--- src/hdl/gbm_pkg.sv ---
`timescale 1ns / 1ps
`default_nettype none
// ----------------------------------------------------------------------------
// gbm_pkg: shared types and constants for the GBM path step unit
// Holds the controller state, command and status structs and exp constants.
// ----------------------------------------------------------------------------
package gbm_pkg;

    typedef enum logic [3:0] {
        ST_IDLE,
        ST_NOISE,
        ST_EXPO,
        ST_LOG2,
        ST_SPLIT,
        ST_TAB,
        ST_LIN,
        ST_LINMUL,
        ST_SCALE,
        ST_SCALE2,
        ST_ROUND,
        ST_OUT
    } ctrl_state_t;

    typedef enum logic [2:0] {
        REG_INIT  = 3'd0,
        REG_DRIFT = 3'd1,
        REG_GAIN  = 3'd2,
        REG_TSTEP = 3'd3,
        REG_LOG   = 3'd4
    } reg_index_t;

    typedef struct packed {
        logic load;    // capture input beat
        logic noise;   // gain * sample
        logic expo;    // add drift
        logic log2m;   // multiply by log2(e)
        logic split;   // split into k and f
        logic tab;     // one table step
        logic lin;     // r * ln2
        logic linmul;  // m + m * t
        logic scale;   // mag * m, low half
        logic scale2;  // mag * m, high half
        logic rnd;     // shift, round, clamp
        logic commit;  // update path state
    } dp_cmd_t;

    typedef struct packed {
        logic tab_done;
    } dp_status_t;

    localparam logic [63:0] LOG2E_Q30 = 64'd1549082005;
    localparam logic [63:0] LN2_Q30   = 64'd744261118;
    localparam logic [31:0] ONE_Q30   = 32'h4000_0000;
    localparam logic [63:0] HALF_Q30  = 64'h2000_0000;

    function automatic logic [31:0] root_entry(input logic [3:0] i);
        logic [31:0] r;
        begin
            unique case (i)
                4'd0:    r = 32'd1518500250;
                4'd1:    r = 32'd1276901417;
                4'd2:    r = 32'd1170923762;
                4'd3:    r = 32'd1121280436;
                4'd4:    r = 32'd1097253708;
                4'd5:    r = 32'd1085434106;
                4'd6:    r = 32'd1079572136;
                4'd7:    r = 32'd1076653033;
                4'd8:    r = 32'd1075196443;
                4'd9:    r = 32'd1074468888;
                4'd10:   r = 32'd1074105295;
                4'd11:   r = 32'd1073923544;
                default: r = 32'd1073741824;
            endcase
            return r;
        end
    endfunction

endpackage
`default_nettype wire

--- src/hdl/gbm_ctrl.sv ---
`timescale 1ns / 1ps
`default_nettype none
// ----------------------------------------------------------------------------
// gbm_ctrl: sequencing controller
// Walks one item through the datapath steps and handles the result beat.
// ----------------------------------------------------------------------------
module gbm_ctrl (
    input  wire                    clk,
    input  wire                    rst_n,
    input  wire                    in_valid,
    output logic                   in_stall,
    input  wire                    in_action,
    input  wire                    log_mode,
    output logic                   out_valid,
    input  wire                    out_stall,
    input  gbm_pkg::dp_status_t    status,
    output gbm_pkg::dp_cmd_t       cmd
);

    gbm_pkg::ctrl_state_t state_reg, state_next;

    always_ff @(posedge clk or negedge rst_n)
    begin
        if (!rst_n)
        begin
            state_reg <= gbm_pkg::ST_IDLE;
        end
        else
        begin
            state_reg <= state_next;
        end
    end

    always_comb
    begin
        state_next = state_reg;
        cmd        = '0;
        in_stall   = 1'b1;
        out_valid  = 1'b0;
        unique case (state_reg)
            gbm_pkg::ST_IDLE:
            begin
                in_stall = 1'b0;
                if (in_valid)
                begin
                    cmd.load   = 1'b1;
                    state_next = in_action ? gbm_pkg::ST_NOISE : gbm_pkg::ST_OUT;
                end
            end
            gbm_pkg::ST_NOISE:
            begin
                cmd.noise  = 1'b1;
                state_next = gbm_pkg::ST_EXPO;
            end
            gbm_pkg::ST_EXPO:
            begin
                cmd.expo   = 1'b1;
                state_next = log_mode ? gbm_pkg::ST_ROUND : gbm_pkg::ST_LOG2;
            end
            gbm_pkg::ST_LOG2:
            begin
                cmd.log2m  = 1'b1;
                state_next = gbm_pkg::ST_SPLIT;
            end
            gbm_pkg::ST_SPLIT:
            begin
                cmd.split  = 1'b1;
                state_next = gbm_pkg::ST_TAB;
            end
            gbm_pkg::ST_TAB:
            begin
                cmd.tab = 1'b1;
                if (status.tab_done)
                begin
                    state_next = gbm_pkg::ST_LIN;
                end
            end
            gbm_pkg::ST_LIN:
            begin
                cmd.lin    = 1'b1;
                state_next = gbm_pkg::ST_LINMUL;
            end
            gbm_pkg::ST_LINMUL:
            begin
                cmd.linmul = 1'b1;
                state_next = gbm_pkg::ST_SCALE;
            end
            gbm_pkg::ST_SCALE:
            begin
                cmd.scale  = 1'b1;
                state_next = gbm_pkg::ST_SCALE2;
            end
            gbm_pkg::ST_SCALE2:
            begin
                cmd.scale2 = 1'b1;
                state_next = gbm_pkg::ST_ROUND;
            end
            gbm_pkg::ST_ROUND:
            begin
                cmd.rnd    = 1'b1;
                state_next = gbm_pkg::ST_OUT;
            end
            gbm_pkg::ST_OUT:
            begin
                out_valid = 1'b1;
                if (!out_stall)
                begin
                    cmd.commit = 1'b1;
                    state_next = gbm_pkg::ST_IDLE;
                end
            end
            default:
            begin
                state_next = gbm_pkg::ST_IDLE;
            end
        endcase
    end

endmodule
`default_nettype wire

--- config.mk ---
export PLATFORM = sky130hd
export DESIGN_NAME = gbm_ctrl
export DESIGN_NICKNAME = d
export VERILOG_FILES = /design/src/hdl/gbm_pkg.sv /design/src/hdl/gbm_ctrl.sv
export SDC_FILE = /design/constraint.sdc
export NUM_CORES = 1
export LEC_CHECK = 0
export BUFFER_PORTS_ARGS = -buffer_cell sky130_fd_sc_hd__buf_2
export CAP_MARGIN = 20
export CORE_AREA = 2 2 39 41
export CTS_BUF_LIST = sky130_fd_sc_hd__clkbuf_4 sky130_fd_sc_hd__clkbuf_8 sky130_fd_sc_hd__clkbuf_16
export DETAILED_ROUTE_END_ITERATION = 8
export DIE_AREA = 0 0 41 43
export GPL_TIMING_DRIVEN = 0
export HOLD_SLACK_MARGIN = 0.15
export PLACE_DENSITY = 0.66
export SLEW_MARGIN = 15
export SYNTH_ARGS = -nofsm -noshare
export SYNTH_HDL_FRONTEND = slang
export SYNTH_SLANG_ARGS = --single-unit
--- constraint.sdc ---
create_clock -name clk -period 1.6 [get_ports clk]
set_input_delay 0.32 -clock clk [delete_from_list [all_inputs] [get_ports clk]]
set_output_delay 0.32 -clock clk [all_outputs]
set_load 0.005 [all_outputs]
==> impl_metrics.toml, run 1 <==
[placed_design]
dp.cells = 90
port_buffers = 20
place_area_um2 = 528
hpwlAfterDp_um = 811
pre_cts_slack_ps = 204
gp_congestion = 0.782

[timing]
fin_crit_sh_pct = 97.8
setup_ws_ps = 35.8
drv_slew = 0
max_slew_margin_pct = 84.1
finalSetupViolCount = 0
worst_pin_slew_ps = 238
max_freq_mhz = 639
rsz0062_at_grt = "yes"
final_hold_viol_count = 0
holdWs_ps = 363
min_period_ps = 1560
final.setup.tns_ps = 0
skew_ps = 6.06

[setup_path]
worst_r2r_endpoint = "state_reg[1]$_DFFE_PN0P_"
cp.arrival_ps = 1240
crit_chain = "or2b_4 -> nor2_2 -> buf_2"
cp-start-kind = "flip-flop"
worstPathRequired_ps = 1280
reg2reg_depth = 5
crit_end = "out_valid"
crit_path_max_fanout = 8
cpMaxStageDelayCell = "dfrtp_2"
crit_start = "state_reg[2]$_DFFE_PN0P_"
r2r_start = "state_reg[1]$_DFFE_PN0P_"
worst_setup_path_end_kind = "primary output"
cpPeakStageDelay_ps = 450
critical_path_class = "reg -> out"
ff2ff_setup_slack_ps = 210

[synth]
synthAdderAreaFrac_pct = 0
synth_compound_area_share_pct = 21.5
syn_area_per_cell_um2 = 7.55
synth_most_common_cell = "nor2_1"
yosys.area.top_type = "dfrtp_1"
netlist_instances = 54
synth_common_cells = "nor2_1, nor3_1, dfrtp_1, nand2_1, a21oi_1"
synth-seq-cells = 4
async_reset_ff_share_pct = 100
synth_area_leaders = "dfrtp_1, nor3_1, nor2_1, buf_6, a22o_1"
synth_nets = 61
synth_cell_type_count = 24
synth-seq-area-share_pct = 24.5
synthSimpleGateAreaFrac_pct = 41.7
netlist_area_um2 = 408
synth_top_area_share_pct = 24.5
synth-edff-count = 0
synthXorXnorAreaFrac_pct = 2.15
yosysWarningCount = 0
synthFlopType = "dfrtp_1"
synth_top_family_by_area = "simple AND/OR/NAND/NOR gates"
synth.area.mux_share_pct = 0

[global_routing]
grt_pass1_vias = 430
grt_overflow = 0
antenna_found_initial = 0
grt_max_degree = 11
track_usage_pct = 16.1
grt_pass1_wl_um = 1890

[route]
route.detailed.drc = 0
via_per_inst = 5.12
firstDrtPassIters = 4
antenna_left = 0
drtIter0Drc = 13
vias = 497
wl_um = 1230
drt-wirelength-per-cell_um = 12.7

[finish]
areaGrowthSynthToFinish_pct = 53.4
antenna_cells = 0
stdcell_count = 97
fin_util_pct = 45.2
fin_nets = 90
design_area_um2 = 626
largest_reg_flops = 4
drive_above_1_share_pct = 55.6

[power]
power_density_nw_per_um2 = 1980
peakVddDrop_uv = 658
leakage_nw = 0.314
p_total_mw = 1.24

[clocking]
cts-buffers-inserted = 3
clk_latency_ps = 230
clock_sink_count = 4
htree_levels = 1
clockRootBuffer = "clkbuf_4"
clkSlewWorstSetupHoldPaths_ps = 40
clk_path_buf_depth = 2
cts_tree = "done"

[outcome]
outcome = "complete, no violations"

[worst_hold_path]
holdCritPathClass = "in -> reg"

[floorplan]
die_area_um2 = 1760
io_pins = 21
rows = 14
start_util_pct = 29.5
core_area_um2 = 1380
die_h_um = 43
chipWidth_um = 41

[flow_run]
cap_violations = 0
[worst min path at each step]
stage	from	end	slack (ps)	cells after the start
6_report	out_stall	state_reg[3]$_DFFE_PN0P_	360	2
5_1_grt	out_stall	state_reg[3]$_DFFE_PN0P_	380	2
4_1_cts	out_stall	state_reg[3]$_DFFE_PN0P_	360	2
3_5_place_dp	rst_n	state_reg[2]$_DFFE_PN0P_	130	1
3_3_place_gp	rst_n	state_reg[2]$_DFFE_PN0P_	130	1
2_1_floorplan	rst_n	state_reg[0]$_DFFE_PN0P_	20	0
[final cells by class]
type                            count  area, um^2
Buffer                              4        45.0
Multi-Input combinational cell     45         298
Timing Repair Buffer               24         133
Fill cell                         138         758
Clock buffer                        3        22.5
Sequential cell                     4         104
Tap cell                           16        20.0
Inverter                            1        3.75
[layer usage]
layer  vias to the layer above  global-route usage (%)  wire [um]
met3                         4                    2.09         34
met1                       236                    21.0        517
li1                        247                       -          -
met5                         -                       0          0
met2                        10                    22.5        630
met4                         0                    12.7         46
[report_power, final]
part	switching (mW)	internal [mW]	total [mW]
Combinational	0.444	0.438	0.882
Sequential	0.0684	0.159	0.228
Clock	0.0420	0.0840	0.126
Total	0.555	0.681	1.24
[layout by cell type (no fill, tap or decap), drive strengths merged]
cell         Yosys  final
nand2            4      4
and3b            1      1
xor2             1      1
nand2b           2      2
nor2            11     11
nor3             7      7
buf              4     27
nor4b            1      1
and3             2      2
dlygate4sd3      0      1
o31ai            1      1
a21boi           1      1
o221a            1      1
inv              1      1
nor3b            1      1
or2b             1      1
o21ai            5      5
clkbuf           0      3
a21oi            3      3
dfrtp            4      4
a22o             2      2
and4b            1      1
[critical path, delay by kind of cell (launching register included)]
kind / cells / cell delay (ps)
AND/OR/NAND/NOR: 2 / 430
flip-flops: 1 / 450
buffers and inverters: 1 / 130
[cells by family (layout without fill, tap and decap cells)]
group	after synthesis	in the layout
buffers and inverters	5	32
DFF	4	4
xor gates and xnor gates	1	1
AOI/OAI and AO/OA	13	13
and+or+nand+nor	31	31
[timing repair]
action | CTS | global route
hold buffers | 1 | 0
endpoints found under the hold margin | 4 | 0
resized for setup | 4 | 8
endpoints found under the setup margin | 5 | 10
buffers inserted | 0 | 3
No activity file was read; power rests on OpenSTA's default activity.
==> run 2, diff against run 1 <==
SLEW_MARGIN = unset   (was 15)
clock period = 2 ns   (was 1.6 ns; I/O delays follow)
==> run 2 against run 1 <==
  * Final area shrank 10%
  * Sequential power decreased by 21%
  * First-iteration DRC count up 77%
  * Utilization decreased by 4.7 points
  * Clock power is 16% lower
  * Critical path type unchanged
  * Largest cell class unchanged
  * Largest power group unchanged
==> impl_metrics.toml, run 2 (synthesis results as in run 1) <==
[setup_path]
cp-start-kind = "flip-flop"
crit_chain = "or2b_1 -> nor3_1 -> buf_2"
worst_setup_path_end_kind = "primary output"
crit_path_max_fanout = 8
cpPeakStageDelay_ps = 450
path_buf_inv = 1
ff2ff_setup_slack_ps = 680
worstPathRequired_ps = 1600
crit_family = "simple AND/OR/NAND/NOR gates"
cp.arrival_ps = 1320
critical_path_class = "reg -> out"
cpMaxStageDelayCell = "dfrtp_1"
cp.depth = 3
reg2reg_depth = 5

[finish]
most-common-layout-cells = "buf_2, nor2_1, nor3_1, nand2_1, dfrtp_1"
register_area_um2 = 100
final_common_cell = "buf_2"
areaGrowthSynthToFinish_pct = 37.4
multiInputGateArea_um2 = 267
drive_above_1_share_pct = 41.0
num-fill-cells = 146
antenna_cells = 0
fin_nets = 87
largest_reg_flops = 4

[floorplan]
start_util_pct = 29.5
chipWidth_um = 41
io_pins = 21
die_h_um = 43
core_area_um2 = 1380
die_area_um2 = 1760
rows = 14

[power]
p_sw_mw = 0.398
seq_power_share_pct = 20.9
p_int_mw = 0.463
leakage_nw = 0.288
power_density_nw_per_um2 = 1540
peakVddDrop_uv = 465
power_frac_clock_pct = 12.4
power_frac_comb_pct = 66.7
p_sw_share_pct = 46.3

[clocking]
cts-buffers-inserted = 3
cts_resized = 0
htree_levels = 1
post_cts_buffers = 0
cts_tree = "done"
ctsHoldBuffers = 1
clock_sink_count = 4
clk_path_buf_depth = 2
clkSlewWorstSetupHoldPaths_ps = 40
clk_latency_ps = 240
clockRootBuffer = "clkbuf_4"

[timing]
max_freq_mhz = 582
final_hold_viol_count = 0
worst_pin_slew_ps = 236
fin_crit_sh_pct = 85.8
max_slew_margin_pct = 84.2
final.setup.tns_ps = 0
min_period_ps = 1720
skew_ps = 7.68
drv_slew = 0
finalSetupViolCount = 0
rsz0062_at_grt = "no"
holdWs_ps = 435

[route]
drt-wirelength-per-cell_um = 12.1
via_per_inst = 5.34
wl_um = 1140
antenna_left = 0
firstDrtPassIters = 4
vias = 502
route.detailed.drc = 0
drtIter0Drc = 23

[worst_hold_path]
whs_path_depth = 2
holdCritPathClass = "in -> reg"

[global_routing]
grt_pass1_vias = 431
track_usage_pct = 15.9
grt_pass1_wl_um = 1870
grt_overflow = 0
grt_max_degree = 11
antenna_found_initial = 0

[placed_design]
port_buffers = 20
gp_congestion = 0.782
hpwlAfterDp_um = 811

[outcome]
outcome = "complete, no violations"

[flow_run]
cap_violations = 0
[run 2: path summary, 6_finish.rpt]
path                                            end                startpoint
min                        state_reg[3]$_DFFE_PN0P_                 out_stall
max                                          cmd[3]  state_reg[2]$_DFFE_PN0P_
min reg2reg                state_reg[2]$_DFFE_PN0P_  state_reg[3]$_DFFE_PN0P_
min in group asynchronous  state_reg[2]$_DFFE_PN0P_                     rst_n
max reg2reg                state_reg[3]$_DFFE_PN0P_  state_reg[3]$_DFFE_PN0P_
max in group asynchronous  state_reg[1]$_DFFE_PN0P_                     rst_n
[run 2: power by group through the flow]
stage,registers (mW),clock network (mW),logic [mW]
detailed placement,0.180,0,0.576
finish,0.180,0.106,0.575
global route,0.188,0.106,0.649
floorplan,0.166,0,0.427
global placement,0.179,0,0.563
CTS,0.179,0.103,0.580
[run 2: routing by layer]
metal	GRT usage, %	vias to the layer above	part of all wire [%]
li1	-	243	-
met1	20.1	239	43
met2	22.8	13	47
met3	2.09	7	3.8
met4	12.7	0	5.8
met5	0	-	0
[run 2: final cells by class]
type,count,share of cell area [%]
inverter,1,0.670
sequential,4,17.9
buffer,4,6.70
multi-input combinational,45,47.5
timing repair buffer,21,19.6
clock buffer,3,4.02
tap,16,3.57
[run 2: metrics by stage]
stage                     util [%]  setup slack [ps]  total power, mW  cells  area, um^2
after global placement        38.2               540            0.742     90         528
after floorplan                  -               706            0.593     54         408
after detailed placement      38.2               524            0.756     90         528
after CTS                     40.5               275            0.863     94         561
final                         40.5               283            0.861     94         561
after global routing          40.5               165            0.943     94         561
==> run 3, diff against run 2 <==
PLACE_DENSITY = 0.68   (was 0.66)
clock period = 1.5 ns   (was 2 ns; I/O delays follow)
==> run 3 against run 2 <==
  * Combinational power up 150%
  * Critical endpoint is now cmd[10]
  * Global-route usage is 2.9 points higher
  * Largest power group unchanged
  * The flow now finishes with violations (negative setup slack)
  * Non-clock buffer count grew 15
  * Cell count increased by 16%
  * Clock-buffer cell count did not move
  * Worst setup slack lost 310 ps
  * Final area up 42%
  * Wire length grew 39%
  * Die area is the same
  * Power grew 110%
==> impl_metrics.toml, run 3 (synthesis results as in run 1) <==
[finish]
drive_above_1_share_pct = 67.7
largest_reg_flops = 4
design_area_um2 = 796
areaGrowthSynthToFinish_pct = 95.1
most-common-layout-cells = "buf_2, buf_4, buf_6, nor2_1, nor3_2"
stdcell_count = 109
antenna_cells = 0
register_area_um2 = 103
fin_nets = 102
final_common_cell = "buf_2"
multiInputGateArea_um2 = 365
num-fill-cells = 107

[floorplan]
die_h_um = 43
rows = 14
io_pins = 21
core_area_um2 = 1380
die_area_um2 = 1760
chipWidth_um = 41
start_util_pct = 29.5

[setup_path]
critical_path_class = "reg -> out"
reg2reg_depth = 6
cpMaxStageDelayCell = "dfrtp_1"
cp.arrival_ps = 1230
worst_r2r_endpoint = "state_reg[3]$_DFFE_PN0P_"
path_buf_inv = 3
cp.depth = 4
crit_chain = "buf_6 -> buf_4 -> nor3_2 -> buf_2"
worstPathRequired_ps = 1200
ff2ff_setup_slack_ps = 60
crit_family = "buffers and inverters"
cp-start-kind = "flip-flop"
worst_setup_path_end_kind = "primary output"
crit_path_max_fanout = 7
cpPeakStageDelay_ps = 400
crit_start = "state_reg[3]$_DFFE_PN0P_"
r2r_start = "state_reg[1]$_DFFE_PN0P_"

[placed_design]
port_buffers = 20
gp_congestion = 0.754
hpwlAfterDp_um = 792
dp.cells = 90
place_area_um2 = 528

[timing]
finalSetupViolCount = 6
max_slew_margin_pct = 84.5
setup_ws_ps = -27.1
drv_slew = 0
skew_ps = 8.51
final.setup.tns_ps = -85.8
fin_crit_sh_pct = 102
max_freq_mhz = 655
final_hold_viol_count = 0
worst_pin_slew_ps = 230
min_period_ps = 1530
rsz0062_at_grt = "yes"
holdWs_ps = 333

[route]
vias = 567
route.detailed.drc = 0
via_per_inst = 5.20
wl_um = 1580
drtIter0Drc = 13
drt-wirelength-per-cell_um = 14.5
firstDrtPassIters = 6
antenna_left = 0

[global_routing]
grt_overflow = 0
use_met3_pct = 3.14
grt_max_degree = 11
grt_pass1_vias = 507
grtUsageMet1_pct = 22.8
grt_busiest_layer = "met2"
grt_pass1_wl_um = 2190
track_usage_pct = 18.8
grtUsageMet2_pct = 28.7
antenna_found_initial = 0

[worst_hold_path]
holdCritStartpoint = "out_stall"
holdCritPathClass = "in -> reg"
whs_path_depth = 2
min_to = "state_reg[1]$_DFFE_PN0P_"

[power]
leakage_nw = 0.401
peakVddDrop_uv = 794
power_density_nw_per_um2 = 2260

[clocking]
htree_levels = 1
clock_sink_count = 4
clkSlewWorstSetupHoldPaths_ps = 50
clockRootBuffer = "clkbuf_4"
clk_path_buf_depth = 2
clk_latency_ps = 250
cts-buffers-inserted = 3
cts_tree = "done"

[flow_run]
cap_violations = 0

[outcome]
violations = "negative setup slack"
outcome = "finished, violations left"
[run 3: changes by cell type in the layout (fill, tap and decap cells not counted), sizes merged]
cell	previous run	this run
buf	24	39
[run 3: repair_timing]
item / CTS / global route
endpoints found under the setup margin: 12 / 15
endpoints found under the hold margin: 4 / 0
setup buffers: 6 / 9
pin swaps: 1 / 9
resized for setup: 15 / 14
hold buffers: 1 / 0
[run 3: power by group]
part | switching [mW] | total [mW] | internal [mW]
combinational | 0.700 | 1.43 | 0.731
clock | 0.0601 | 0.151 | 0.0906
sequential | 0.0515 | 0.219 | 0.167
[run 3: worst max-delay path by stage]
stage	end	slack [ps]
after detailed placement	cmd[0]	130
after floorplan	state_reg[1]$_DFFE_PN0P_	280
final	cmd[10]	-30
after global routing	cmd[10]	-60
after CTS	cmd[10]	-20
after global placement	cmd[0]	140
[run 3: final cells by class]
cell class / instances / share of cell area (%)
Tap cell: 16 / 2.52
Clock buffer: 3 / 2.83
Multi-Input combinational cell: 45 / 45.9
Sequential cell: 4 / 12.9
Timing Repair Buffer: 36 / 29.4
Buffer: 4 / 5.66
Inverter: 1 / 0.786
[run 3: metal layers]
layer,share of wire (%),vias to the layer above
met3,2.5,3
met4,1.7,0
met1,43,275
li1,-,276
met2,52,13
met5,0,-
[run 3: metrics by stage]
step	power [mW]	setup slack, ps	util [%]
detailed placement	1.00	128	38.2
global route	1.90	-63.0	57.5
finish	1.80	-27.1	57.5
floorplan	0.791	278	-
global placement	0.989	143	38.2
CTS	1.42	-15.2	48.4
